<file path="src/design/p2b_pkg.sv">
`timescale 1ns / 1ps
// ----------------------------------------------------------------------------
// p2b_pkg
// Shared widths, register indexes and the quantizer result type for the
// pixel to bits packer.
// ----------------------------------------------------------------------------
package p2b_pkg;

	localparam int BYTE_W     = 8;
	localparam int CH_W       = 8;
	localparam int BPP_W      = 5;
	localparam int BITS_W     = 24;
	localparam int LEN_W      = 5;
	localparam int CFG_IDX_W  = 2;
	localparam int CFG_DATA_W = 5;

	localparam logic [BPP_W-1:0] BPP_MAX   = 5'd24;
	localparam logic [BPP_W-1:0] BPP_RESET = 5'd1;

	localparam logic [CFG_IDX_W-1:0] REG_BPP = 2'd0;
	localparam logic [CFG_IDX_W-1:0] REG_MSB = 2'd1;

	// pixel bits left-justified in bits, first bit sent at the top
	typedef struct packed {
		logic [BITS_W-1:0] bits;
		logic [LEN_W-1:0]  len;
	} quant_t;

endpackage

</file>
<file path="src/design/p2b_quant.sv">
`timescale 1ns / 1ps
// ----------------------------------------------------------------------------
// p2b_quant
// Turns one pixel into its data bits: threshold of the average for one bit
// per pixel, otherwise per-component rounding to the split bit widths.
// ----------------------------------------------------------------------------
module p2b_quant
	import p2b_pkg::*;
(
	input  logic [CH_W-1:0]  red,
	input  logic [CH_W-1:0]  green,
	input  logic [CH_W-1:0]  blue,
	input  logic [BPP_W-1:0] bpp,
	output quant_t           result
);

	// round(c * (2^n - 1) / 255), division by 255 via shift-and-add
	function automatic logic [CH_W-1:0] quant_comp(logic [CH_W-1:0] c, logic [3:0] n);
		logic [15:0] x;
		logic [15:0] y;
		logic [15:0] s;
		x = (16'(c) << n) - 16'(c);
		y = x + 16'd127;
		s = y + 16'd1 + (y >> 8);
		return s[15:8];
	endfunction

	function automatic logic [CH_W-1:0] left_just(logic [CH_W-1:0] q, logic [3:0] n);
		return q << (4'd8 - n);
	endfunction

	logic [BPP_W-1:0]  eff_bpp;
	logic [3:0]        third;
	logic [BPP_W-1:0]  rem;
	logic [3:0]        n_r;
	logic [3:0]        n_g;
	logic [3:0]        n_b;
	logic [4:0]        off_b;
	logic [9:0]        ch_sum;
	logic [CH_W-1:0]   qj_r;
	logic [CH_W-1:0]   qj_g;
	logic [CH_W-1:0]   qj_b;
	logic [BITS_W-1:0] multi_bits;

	always_comb begin
		if (bpp == '0) begin
			eff_bpp = 5'd1;
		end else if (bpp > BPP_MAX) begin
			eff_bpp = BPP_MAX;
		end else begin
			eff_bpp = bpp;
		end
	end

	// bpp / 3 by threshold count
	always_comb begin
		third = '0;
		for (int i = 1; i <= 8; i++) begin
			if (eff_bpp >= 5'(3 * i)) begin
				third = third + 4'd1;
			end
		end
		rem = eff_bpp - 5'({third, 1'b0}) - 5'(third);
	end

	assign n_r   = third + 4'(rem != '0);
	assign n_g   = third + 4'(rem == 5'd2);
	assign n_b   = third;
	assign off_b = 5'(n_r) + 5'(n_g);

	assign qj_r = left_just(quant_comp(red, n_r), n_r);
	assign qj_g = left_just(quant_comp(green, n_g), n_g);
	assign qj_b = left_just(quant_comp(blue, n_b), n_b);

	assign multi_bits = {qj_r, 16'b0} | ({qj_g, 16'b0} >> n_r) | ({qj_b, 16'b0} >> off_b);

	assign ch_sum = 10'(red) + 10'(green) + 10'(blue);

	always_comb begin
		if (eff_bpp == 5'd1) begin
			result.bits = {ch_sum >= 10'd384, 23'b0};
		end else begin
			result.bits = multi_bits;
		end
		result.len = eff_bpp;
	end

endmodule

</file>
<file path="src/design/pixel_to_bits_packer_unit.sv">
`timescale 1ns / 1ps
// ----------------------------------------------------------------------------
// pixel_to_bits_packer_unit
// RGB pixels in, packed data bytes out.
// ----------------------------------------------------------------------------
// A pixel is registered, quantized to the configured pixel depth in the next
// stage, then merged into the byte packer, which hands every completed byte
// (up to three per pixel) to an output buffer that sends one byte per cycle
// while byte_stall is low. A pixel can be taken every cycle while each pixel
// completes at most one byte and byte_stall is low; otherwise the output port
// sets the pace. A pixel's bytes pass the input register, the quantized stage
// register and the output buffer on their way out. The partial byte is never
// flushed. Configuration writes are always ready and belong only between
// runs.
// ----------------------------------------------------------------------------
module pixel_to_bits_packer_unit
	import p2b_pkg::*;
(
	input  logic                  clk,
	input  logic                  arst_n,
	input  logic                  cfg_valid,
	output logic                  cfg_ready,
	input  logic [CFG_IDX_W-1:0]  cfg_index,
	input  logic [CFG_DATA_W-1:0] cfg_data,
	input  logic                  pix_valid,
	output logic                  pix_stall,
	input  logic [CH_W-1:0]       red,
	input  logic [CH_W-1:0]       green,
	input  logic [CH_W-1:0]       blue,
	output logic                  byte_valid,
	input  logic                  byte_stall,
	output logic [BYTE_W-1:0]     byte_out,
	output logic                  last_of_run
);

	function automatic logic [BYTE_W-1:0] rev8(logic [BYTE_W-1:0] v);
		logic [BYTE_W-1:0] r;
		for (int i = 0; i < BYTE_W; i++) begin
			r[i] = v[BYTE_W-1-i];
		end
		return r;
	endfunction

	function automatic logic [BITS_W-1:0] rev24(logic [BITS_W-1:0] v);
		logic [BITS_W-1:0] r;
		for (int i = 0; i < BITS_W; i++) begin
			r[i] = v[BITS_W-1-i];
		end
		return r;
	endfunction

	logic [BPP_W-1:0]  bpp_q;
	logic              msb_q;

	logic              valid_s1;
	logic [CH_W-1:0]   red_s1;
	logic [CH_W-1:0]   green_s1;
	logic [CH_W-1:0]   blue_s1;

	quant_t            quant;
	logic              valid_s2;
	quant_t            quant_s2;

	logic [BYTE_W-1:0] part_q;
	logic [2:0]        bitcnt_q;

	logic              bund_valid_q;
	logic [BYTE_W-1:0] bund_byte_q [3];
	logic [1:0]        bund_cnt_q;
	logic [1:0]        bund_idx_q;

	logic [LEN_W-1:0]  total;
	logic [1:0]        nbytes;
	logic [31:0]       stream;
	logic [BYTE_W-1:0] pk_byte [4];
	logic              is_last;
	logic              pop;
	logic              bund_free;
	logic              adv_s2;
	logic              ready_s2;
	logic              adv_s1;
	logic              ready_s1;
	logic              pix_acc;

	// configuration
	assign cfg_ready = 1'b1;

	always_ff @(posedge clk or negedge arst_n) begin
		if (!arst_n) begin
			bpp_q <= BPP_RESET;
			msb_q <= 1'b0;
		end else if (cfg_valid && cfg_ready) begin
			if (cfg_index == REG_BPP) begin
				bpp_q <= cfg_data;
			end else if (cfg_index == REG_MSB) begin
				msb_q <= cfg_data[0];
			end
		end
	end

	// handshake chain
	assign is_last   = (bund_idx_q + 2'd1) == bund_cnt_q;
	assign pop       = bund_valid_q && !byte_stall;
	assign bund_free = !bund_valid_q || (pop && is_last);
	assign adv_s2    = valid_s2 && ((nbytes == 2'd0) || bund_free);
	assign ready_s2  = !valid_s2 || adv_s2;
	assign adv_s1    = valid_s1 && ready_s2;
	assign ready_s1  = !valid_s1 || adv_s1;
	assign pix_stall = !ready_s1;
	assign pix_acc   = pix_valid && !pix_stall;

	// input stage
	always_ff @(posedge clk or negedge arst_n) begin
		if (!arst_n) begin
			valid_s1 <= 1'b0;
		end else if (ready_s1) begin
			valid_s1 <= pix_acc;
		end
	end

	always_ff @(posedge clk) begin
		if (pix_acc) begin
			red_s1   <= red;
			green_s1 <= green;
			blue_s1  <= blue;
		end
	end

	p2b_quant u_quant (
		.red    (red_s1),
		.green  (green_s1),
		.blue   (blue_s1),
		.bpp    (bpp_q),
		.result (quant)
	);

	// quantized stage
	always_ff @(posedge clk or negedge arst_n) begin
		if (!arst_n) begin
			valid_s2 <= 1'b0;
		end else if (ready_s2) begin
			valid_s2 <= adv_s1;
		end
	end

	always_ff @(posedge clk) begin
		if (adv_s1) begin
			quant_s2 <= quant;
		end
	end

	// byte packer
	assign total  = LEN_W'(bitcnt_q) + quant_s2.len;
	assign nbytes = total[4:3];
	assign stream = 32'(rev24(quant_s2.bits)) << bitcnt_q;

	always_comb begin
		for (int b = 0; b < 4; b++) begin
			pk_byte[b] = msb_q ? rev8(stream[8*b +: 8]) : stream[8*b +: 8];
		end
		pk_byte[0] = pk_byte[0] | part_q;
	end

	always_ff @(posedge clk or negedge arst_n) begin
		if (!arst_n) begin
			part_q   <= '0;
			bitcnt_q <= '0;
		end else if (adv_s2) begin
			part_q   <= pk_byte[nbytes];
			bitcnt_q <= total[2:0];
		end
	end

	// output buffer
	always_ff @(posedge clk or negedge arst_n) begin
		if (!arst_n) begin
			bund_valid_q <= 1'b0;
			bund_cnt_q   <= '0;
			bund_idx_q   <= '0;
		end else if (adv_s2 && (nbytes != 2'd0)) begin
			bund_valid_q <= 1'b1;
			bund_cnt_q   <= nbytes;
			bund_idx_q   <= '0;
		end else if (pop) begin
			if (is_last) begin
				bund_valid_q <= 1'b0;
			end else begin
				bund_idx_q <= bund_idx_q + 2'd1;
			end
		end
	end

	always_ff @(posedge clk) begin
		if (adv_s2 && (nbytes != 2'd0)) begin
			bund_byte_q[0] <= pk_byte[0];
			bund_byte_q[1] <= pk_byte[1];
			bund_byte_q[2] <= pk_byte[2];
		end
	end

	assign byte_valid  = bund_valid_q;
	assign byte_out    = bund_byte_q[bund_idx_q];
	assign last_of_run = is_last;

	// checks
	a_more_follow: assert property (@(posedge clk) disable iff (!arst_n)
		pop && !is_last |=> bund_valid_q)
		else $error("byte run ended early");

	a_idx_in_run: assert property (@(posedge clk) disable iff (!arst_n)
		bund_valid_q |-> (bund_cnt_q != 2'd0) && (bund_idx_q < bund_cnt_q))
		else $error("output index outside run");

	a_s2_hold: assert property (@(posedge clk) disable iff (!arst_n)
		valid_s2 && !adv_s2 |=> valid_s2 && $stable(quant_s2) && $stable(bitcnt_q))
		else $error("blocked pixel lost");

	a_take: assert property (@(posedge clk) disable iff (!arst_n)
		pix_acc |=> valid_s1)
		else $error("accepted pixel dropped");

	a_no_overwrite: assert property (@(posedge clk) disable iff (!arst_n)
		adv_s2 && (nbytes != 2'd0) |-> bund_free)
		else $error("output run overwritten");

endmodule
</file>
<file path="config.mk">
export PLATFORM = sky130hd
export DESIGN_NAME = pixel_to_bits_packer_unit
export DESIGN_NICKNAME = d
export VERILOG_FILES = /design/src/design/p2b_pkg.sv /design/src/design/p2b_quant.sv /design/src/design/pixel_to_bits_packer_unit.sv
export SDC_FILE = /design/constraint.sdc
export NUM_CORES = 1
export LEC_CHECK = 0
export BUFFER_PORTS_ARGS = -buffer_cell sky130_fd_sc_hd__buf_2
export CORE_ASPECT_RATIO = 0.8
export CORE_MARGIN = 2
export CORE_UTILIZATION = 60
export DETAILED_ROUTE_END_ITERATION = 16
export PLACE_DENSITY = 0.8
export SETUP_SLACK_MARGIN = 0.3
export SLEW_MARGIN = 30
export SYNTH_ARGS = -nofsm -noshare
export SYNTH_HDL_FRONTEND = slang
export SYNTH_SLANG_ARGS = --single-unit
</file>
<file path="constraint.sdc">
create_clock -name clk -period 28.4 [get_ports clk]
set_clock_uncertainty 0.2 [all_clocks]
set_input_delay 4.26 -clock clk [delete_from_list [all_inputs] [get_ports clk]]
set_output_delay 4.26 -clock clk [all_outputs]
set_load 0.005 [all_outputs]
</file>
== Word-level counts from Yosys, hierarchy flattened ==
Memory sizes are Yosys's and may differ from the RTL's.
Index checks and enable logic that the tools add are counted.

* Word-level logic and storage cells: 129
* RAM bits: 24
* Memories: 1
* Register bits: 77

{| class="wikitable"
|+ Memories
! memory !! words !! width !! read ports !! clocked after Yosys merged registers in !! wr ports !! RTL line !! RTL
|-
| bund_byte_q || 3 || 8 || 1 || 0 || 3 || pixel_to_bits_packer_unit.sv:68 || <nowiki>logic [BYTE_W-1:0] bund_byte_q [3];</nowiki>
|}

* $lt $le $gt $ge: 11
* Reduce and logical (&&, ||, !) cells: 26
* Shift-type cells: 9
* Equal/unequal tests: 5
* Add/sub/neg operators: 31
* Multiplexer cells: 26
* Bitwise logic cells: 5

{| class="wikitable"
|+ Operator list
! kind !! number
|-
| adder 16 x 1 -> 16 bit, second input constant || 3
|-
| adder 16 x 7 -> 16 bit, second input constant || 3
|-
| adder 16 x 8 -> 16 bit || 3
|-
| two-way mux 8 bit || 6
|-
| OR 24 bit || 2
|-
| left shift 8 x 4 -> 16 bit || 3
|-
| subtractor 16 x 8 -> 16 bit || 3
|-
| left shift 24 x 3 -> 32 bit || 1
|-
| two-way mux 4 bit || 7
|-
| adder 4 x 1 -> 4 bit, second input constant || 6
|-
| two-way mux 24 bit || 1
|-
| left shift 8 x 4 -> 8 bit || 3
|-
| right shift 24 x 4 -> 24 bit || 1
|-
| right shift 24 x 5 -> 24 bit || 1
|-
| binary-select mux 8 bit (select 2 bit) || 1
|-
| greater-or-equal comparator 5 x 4 -> 1 bit, second input constant || 3
|-
| greater-or-equal comparator 5 bit, second input constant || 3
|-
| subtractor 4 bit, first input constant || 3
|-
| adder 10 x 8 -> 10 bit || 1
|-
| greater-or-equal comparator 10 x 9 -> 1 bit, second input constant || 1
|-
| two-way mux 5 bit || 2
|-
| adder 8 x 8 -> 9 bit || 1
|-
| adder 4 x 1 -> 4 bit || 2
|-
| OR 8 bit || 1
|-
| 28 further kinds || 52
|}

== Longest topological paths before layout ==
Gate-level depths: netlist of run 1.

* Depth in word-level cells: 33
* Depth in mapped cells: 69
* Gate-level depth less buffers: 63

== By module ==
A second synthesis of run 1 with hierarchy kept.

* Cells, all modules: 1818
* Area, all modules: 14730.4 um^2

{| class="wikitable"
|+ Modules (own cells, without submodules)
! module !! instances !! seq. area each (um^2) !! area an instance (um^2) !! cells an instance
|-
| p2b_quant || 1 || 0.0 || 9380.2 || 1400
|-
| pixel_to_bits_packer_unit || 1 || 2914.0 || 5350.1 || 418
|}

== Worst setup path before layout of run 1 ==
Ideal clock, no wire load.

* Path kind: flip-flop to flip-flop
* Start: register bpp_q[1]
* End: register quant_s2[15] (netlist name), data pin
* Arrival: 13192 ps
* Data required time: 27929 ps
* Stages on the path, launching flop included: 60
* Path buffers: 6
* Library setup time: 271 ps
* Slack: 14737 ps
* Clock period less this slack: 13663 ps
* Cell sequence: dfrtp_1 buf_2 clkbuf_1 a21oi_1 and2_1 ha_1 buf_2 xnor2_1 inv_1 ha_1 nand2_1 o311ai_2 ha_1 mux2_2 ha_1 o22a_1 o21ai_2 inv_1 [... 24 more ...] fa_1 a211oi_2 o21ai_1 a21oi_1 xor2_1 clkinv_1 ha_1 nor4b_1 a211oi_1 maj3_1 nor3_1 nor4_1 a311oi_2 o311ai_1 and2_1 mux4_2 a211oi_2 o22ai_1

* Longest elaborated chain between the ends: 32
* Elaborated cells between the ends (all ways): 53
* Classes of those cells: add/sub (22); order compare (9); eq/ne (2); shift (6); mux (10); bitwise (2); reduce/logical (2)

{| class="wikitable"
|+ RTL lines
! what !! RTL line !! RTL
|-
| start, declared || pixel_to_bits_packer_unit.sv:52 || <nowiki>logic [BPP_W-1:0] bpp_q;</nowiki>
|-
| start signal, assigned || pixel_to_bits_packer_unit.sv:94 || <nowiki>bpp_q <= cfg_data;</nowiki>
|-
| greater-than comparator 5 bit || p2b_quant.sv:48 || <nowiki>end else if (bpp > BPP_MAX) begin</nowiki>
|-
| two-way mux 5 bit || p2b_quant.sv:48 ||
|-
| two-way mux 5 bit (*) || p2b_quant.sv:46 || <nowiki>if (bpp == '0) begin</nowiki>
|-
| greater-or-equal comparator 5 x 2 -> 1 bit || p2b_quant.sv:59 || <nowiki>if (eff_bpp >= 5'(3 * i)) begin</nowiki>
|-
| two-way mux 1 bit || p2b_quant.sv:59 ||
|-
| adder 1 x 1 -> 2 bit || p2b_quant.sv:60 || <nowiki>third = third + 4'd1;</nowiki>
|-
| two-way mux 4 bit || p2b_quant.sv:59 ||
|-
| adder 4 x 1 -> 4 bit || p2b_quant.sv:60 ||
|-
| [... 15 more ...] || n/a ||
|-
| left shift 8 x 4 -> 16 bit || p2b_quant.sv:22 || <nowiki>x = (16'(c) << n) - 16'(c);</nowiki>
|-
| subtractor 16 x 8 -> 16 bit || p2b_quant.sv:22 ||
|-
| adder 16 x 7 -> 16 bit || p2b_quant.sv:23 || <nowiki>y = x + 16'd127;</nowiki>
|-
| adder 16 x 1 -> 16 bit || p2b_quant.sv:24 || <nowiki>s = y + 16'd1 + (y >> 8);</nowiki>
|-
| adder 16 x 8 -> 16 bit || p2b_quant.sv:24 ||
|-
| left shift 8 x 4 -> 8 bit || p2b_quant.sv:29 || <nowiki>return q << (4'd8 - n);</nowiki>
|-
| right shift 24 x 4 -> 24 bit || p2b_quant.sv:75 || <nowiki>assign multi_bits = {qj_r, 16'b0} | ({qj_g, 16'b0} >> n_r) | ({qj_b, 16'b0} >> off_b);</nowiki>
|-
| OR 24 bit (2 in a row) || p2b_quant.sv:75 ||
|-
| end signal, assigned || pixel_to_bits_packer_unit.sv:148 || <nowiki>quant_s2 <= quant;</nowiki>
|-
| end, declared || pixel_to_bits_packer_unit.sv:62 || <nowiki>quant_t quant_s2;</nowiki>
|}

Mark *: on every way between the ends. The rest lies on a longest branch, timed or not.
A chain may end at the register's enable or synchronous reset.

== Worst setup path after layout of run 1 ==
* Start: register bpp_q[4]
* End: register quant_s2[15] (netlist name), data pin

Same word-level chain as after synthesis.

==> run metrics, run 1 <==
DIE AREA 26,300 um2; Final nets 2,014; CTS resizes 0; Critical Path Max Stage Delay 0.84 ns; Clock Tree Buf Depth 2; fraction of registers with async set/reset 23.76%; Layout area overhead 4.886%; Yosys top cell by area edfxtp_1; Min-Delay Path Class register to register; Synth Area per Inst 8.050 um2; Critical-path top delay cell dfrtp_1; Core ar. 24,440 um2; Req. time, crit path 28.29 ns; DRC violations left 0; Finished Cell Area 15,740 um2; commonest register cell after synthesis edfxtp_1; GP Congestion 1.015; Chip Height 145.4 um; GRT overflow 0; crit path capture type register; port bufs 46; met2 WL 19,220 um; DR WL/cell 20.58 um; Seq/Total Area, Yosys 19.42%; Overall Global Routing Usage 33.27%; Slew @ Worst Pin 0.9931 ns; fin crit share 57.86%; FMAX 0.06086 GHz; most frequent CP cell ha_1; layout cells sized above 1 11.00%; Mapped Area 15,010 um2; RSZ-0062 raised after global routing false; status finished, final reports clean; highest metal layer with signal wires met4; met1 WL 19,690 um; Starting Density 61.40%; Reg2Reg Launch Point bpp_q[4]$_DFFE_PN0P_; total of max-cap violations 0; Clk Latency, worst-skew pair 0.36 ns; post-route minimum period 16.43 ns; post-synthesis register bit count 101; WL met3 4782 um; CTS tree yes; final hold viol count 0; synth top area cells edfxtp_1 (15%), ha_1 (11%), a21oi_1 (4.4%); final setup TNS 0 ns; TritonCTS Buffers 9; DP HPWL 34,380 um; Crit Path Max Fanout 24; Post-synth EDFFs 77; Worst Setup Path Type register to register; Die Width 180.8 um; fin util 64.40%; final setup fails 0; hold path startpoint part_q[4]$_DFFE_PN0P_; largest net degree at the start of global routing 41; total number of vias 14,840; first drt pass iteration count 6; CP Launch Type register; Rel. slew slack 33.47%; wirelength, routed 44,560 um; area fraction of the dominant cell type after synthesis 15.41%; row cnt 51; H-tree depth 3; syn nets 2,037; dpl cell area 15,390 um2; initial antenna violation count 0; DR vias/cell 6.855; hold buffer count at CTS 0; Syn. warnings 0; Netlist cell types 115; Hold WS 0.2965 ns; vias in the first global route 13,630; Root Driver clkbuf_16; Clk pin slew, worst setup/hold paths 0.09 ns; CP Data Arrival Time 16.33 ns; CTS Sinks 101; 1st-iter DRT viols 1,872; IO Count 48; post-CTS setup buffers 0; Cells after Synth 1,864; Final ANT Viol Nets 0; crit path from bpp_q[4]$_DFFE_PN0P_; first-pass GRT wire length 72,180 um; fin. max-slew vios 0
[cell usage after synthesis, drive strengths merged, types with 9 or more instances]
library cell	instances
fa	10
a32oi	14
a211o	16
a21oi	134
a21o	37
o21a	17
a31oi	45
nor3	61
buf	26
xnor2	65
o21bai	17
a221oi	9
nor2b	11
ha	127
mux4	23
nand3	47
nand2	173
or3	12
edfxtp	77
nor2	160
xor2	35
nand2b	24
a211oi	43
and2	24
a311oi	9
mux2	32
o211ai	25
inv	101
nand4	15
nor4	22
dfrtp	23
o31ai	20
mux2i	53
o22ai	16
o21ai	115
clkbuf	73
and3	25
or2	13
[placed cells by master, fill, tap and decap left out, types with 37 or more instances in the layout]
cell and instances:
nand2_1 172, nor2_1 158, a21oi_1 133, ha_1 127, o21ai_0 111, inv_1 95, edfxtp_1 77, xnor2_1 61
nor3_1 58, mux2i_1 52, nand3_1 46, buf_2 46, a31oi_1 44, a211oi_1 37
[routing by layer]
| layer | vias to the layer above | track usage (%) |
|---|---|---|
| li1 | 6990 | - |
| met1 | 6981 | 49.51 |
| met2 | 792 | 49.92 |
| met3 | 77 | 6.231 |
| met4 | 0 | 7.540 |
| met5 | - | 0 |
[flip-flops by register name, summed over array words and instances, names as in the netlist, 2 cells and up]
signal       cells
bund_byte_q     24
blue_s1          8
green_s1         8
bund_cnt_q       2
bpp_q            5
red_s1           8
quant_s2        29
part_q           8
bund_idx_q       2
bitcnt_q         3
[final cells by class]
type | count | area (um2)
antenna | 1 | 2.502
clock buffer | 9 | 225.2
clock inverter | 7 | 91.34
fill | 2090 | 8701
inverter | 104 | 395.4
multi-input combinational | 1560 | 11340
sequential | 101 | 2914
tap | 318 | 397.9
timing repair buffer | 65 | 372.9
[through the flow]
stage,setup slack [ns],instances
floorplan,14.74,1864
global placement,12.82,2148
detailed placement,12.34,2148
CTS,12.26,2164
global route,10.98,2164
finish,11.97,2165
[path summary, 6_finish.rpt]
| check | slack (ns) | cells past startpoint | endpoint |
|---|---|---|---|
| worst max register to register | 11.97 | 54 | quant_s2[15]$_SDFFCE_PP0P_ |
| worst max-delay path | 11.97 | 54 | quant_s2[15]$_SDFFCE_PP0P_ |
| worst min register to register | 0.30 | 2 | part_q[4]$_DFFE_PN0P_ |
| max in group asynchronous | 23.92 | 1 | valid_s2$_DFFE_PN0P_ |
| worst min-delay path | 0.30 | 2 | part_q[4]$_DFFE_PN0P_ |
| min in group asynchronous | 3.69 | 1 | bund_cnt_q[1]$_DFFE_PN0P_ |
[cell families after synthesis]
logic type      after synthesis  synth area share [%]
xor+xnor                    101                 6.454
mux                         108                 9.472
other cells                   1               0.02499
fa+ha+maj                   140                 12.12
compound gates              601                 27.57
simple gates                609                 19.60
buf+inv                     203                 5.328
flops                       101                 19.42
[critical path: cells and delay by family (launching register included)]
| family | cells | cell delay [ns] |
|---|---|---|
| AOI/OAI and AO/OA | 16 | 3.37 |
| DFF | 1 | 0.84 |
| xor gates and xnor gates | 4 | 0.91 |
| adders and majority gates | 14 | 5.69 |
| and+or+nand+nor | 13 | 3.19 |
| buffers and inverters | 5 | 1.17 |
| muxes | 2 | 0.80 |
Power of run 1 is not shown: default switching activity piles up to over one toggle a cycle in this logic, so the estimate is an artifact.
==> inputs of run 2 (changes only) <==
==> constraint.sdc (replaced) <==
create_clock -name clk -period 16.5 [get_ports clk]
set_clock_uncertainty 0.2 [all_clocks]
set_input_delay 2.475 -clock clk [delete_from_list [all_inputs] [get_ports clk]]
set_output_delay 2.475 -clock clk [all_outputs]
set_load 0.005 [all_outputs]
==> run metrics, run 2 (synthesized netlist as in run 1, its figures left out) <==
GP Congestion 1.002 (was 1.015); 1st-iter DRT viols 1,904 (was 1,872); crit path capture type register (unchanged); CP Launch Type register (unchanged); highest metal layer with signal wires met4 (unchanged); Hold WS 0.2961 ns (was 0.2965 ns); DR WL/cell 20.57 um (was 20.58 um); Critical Path Max Stage Delay 0.57 ns (was 0.84 ns); GRT overflow 0 (unchanged); hold buffer count at CTS 0 (unchanged); CTS tree yes (unchanged); Core ar. 24,440 um2 (unchanged); final setup fails 0 (unchanged); met1 WL 19,340 um (was 19,690 um); layout cells sized above 1 11.91% (was 11.00%); DIE AREA 26,300 um2 (unchanged); wirelength, routed 44,720 um (was 44,560 um); WL met3 4632 um (was 4782 um); vias in the first global route 13,600 (was 13,630); fin crit share 92.71% (was 57.86%); Clock Tree Buf Depth 2 (unchanged); FMAX 0.06537 GHz (was 0.06086 GHz); Chip Height 145.4 um (unchanged); Min-Delay Path Class register to register (unchanged); Crit Path Max Fanout 22 (was 24); post-route minimum period 15.30 ns (was 16.43 ns); Root Driver clkbuf_16 (unchanged); total of max-cap violations 0 (unchanged); Final nets 2,023 (was 2,014); row cnt 51 (unchanged); sequential cell area 2918 um2 (was 2914 um2); Overall Global Routing Usage 33.02% (was 33.27%); total number of vias 15,060 (was 14,840); Worst Setup Path Type register to register (unchanged); Slew @ Worst Pin 0.9802 ns (was 0.9931 ns); Starting Density 61.40% (unchanged); TritonCTS Buffers 9 (unchanged); CTS Sinks 101 (unchanged); Layout area overhead 5.678% (was 4.886%); Die Width 180.8 um (unchanged); RSZ-0062 raised after global routing false (unchanged); largest net degree at the start of global routing 41 (unchanged); fillcell total 2,081 (was 2,090); most frequent CP cell ha_1 (unchanged); met2 WL 19,470 um (was 19,220 um); Critical-path top delay cell dfrtp_2 (was dfrtp_1); Rel. slew slack 34.43% (was 33.47%); first-pass GRT wire length 71,380 um (was 72,180 um); Clk pin slew, worst setup/hold paths 0.08 ns (was 0.09 ns); DR vias/cell 6.929 (was 6.855); Multi-input gate area 11,380 um2 (was 11,340 um2); most flop-heavy register quant_s2 (unchanged); Clk Latency, worst-skew pair 0.37 ns (was 0.36 ns); port bufs 46 (unchanged); IO Count 48 (unchanged); DP HPWL 34,610 um (was 34,380 um); H-tree depth 3 (unchanged); most common cell after layout, fill and taps aside nand2_1 (unchanged); final hold viol count 0 (unchanged); Req. time, crit path 16.41 ns (was 28.29 ns); DRC violations left 0 (unchanged); fin. max-slew vios 0 (unchanged); Largest register FFs 29 (unchanged); biggest registers after layout quant_s2 (29), bund_byte_q (24) (unchanged); initial antenna violation count 1 (was 0); status finished, final reports clean (unchanged); final setup TNS 0 ns (unchanged); Final ANT Viol Nets 0 (unchanged); most frequent cells in the layout nand2_1 (172), nor2_1 (158), a21oi_1 (133), ha_1 (125), o21ai_0 (111) (was nand2_1 (172), nor2_1 (158), a21oi_1 (133), ha_1 (127), o21ai_0 (111)); CP Data Arrival Time 15.20 ns (was 16.33 ns); first drt pass iteration count 6 (unchanged)
-- run 2: final cells by class --
cell class / instances / area share, %
multi-input combinational: 1560 / 71.78
sequential: 101 / 18.40
timing repair buffer: 74 / 2.777
inverter: 104 / 2.517
tap: 318 / 2.509
clock buffer: 9 / 1.420
clock inverter: 7 / 0.5760
antenna: 1 / 0.01578
-- run 2: worst max-delay path: cells and delay by family (launching register included) --
family | cells | cell delay (ns)
adder cells (fa/ha/maj) | 13 | 4.24
AND/OR/NAND/NOR | 15 | 2.92
AO/OA/AOI/OAI | 18 | 4.26
XOR/XNOR | 5 | 1.29
buffers and inverters | 4 | 0.72
multiplexers | 2 | 0.79
flip-flops | 1 | 0.57
-- run 2: worst paths after layout --
kind | start | end | slack [ns] | cells past startpoint
worst max-delay path | bpp_q[4]$_DFFE_PN0P_ | quant_s2[15]$_SDFFCE_PP0P_ | 1.20 | 57
worst min-delay path | part_q[3]$_DFFE_PN0P_ | part_q[3]$_DFFE_PN0P_ | 0.30 | 2
worst max register to register | bpp_q[4]$_DFFE_PN0P_ | quant_s2[15]$_SDFFCE_PP0P_ | 1.20 | 57
worst min register to register | part_q[3]$_DFFE_PN0P_ | part_q[3]$_DFFE_PN0P_ | 0.30 | 2
max in group asynchronous | arst_n | bpp_q[3]$_DFFE_PN0P_ | 13.77 | 1
min in group asynchronous | arst_n | bund_idx_q[1]$_DFFE_PN0P_ | 1.90 | 1
-- run 2: stage by stage --
step	instances	utilization [%]	instance area [um2]	setup slack, ns
after floorplan	1864	-	15010	2.837
after global placement	2154	63.15	15430	0.9894
after detailed placement	2154	63.27	15460	0.7958
after CTS	2170	64.56	15780	0.7116
after global routing	2174	64.89	15860	0.3156
final	2174	64.89	15860	1.203
-- run 2: timing repair --
action / 4_1_cts / 5_1_grt
endpoints found under the setup margin: 0 / 22
gates resized for setup: 0 / 9
setup buffers: 0 / 3
-- run 2: per-layer routing --
metal	up-vias	GRT usage (%)
met1	7068	47.10
met5	-	0
met2	858	50.46
met3	118	6.732
met4	0	9.879
li1	7020	-
Power of run 2 is left out for the same reason.
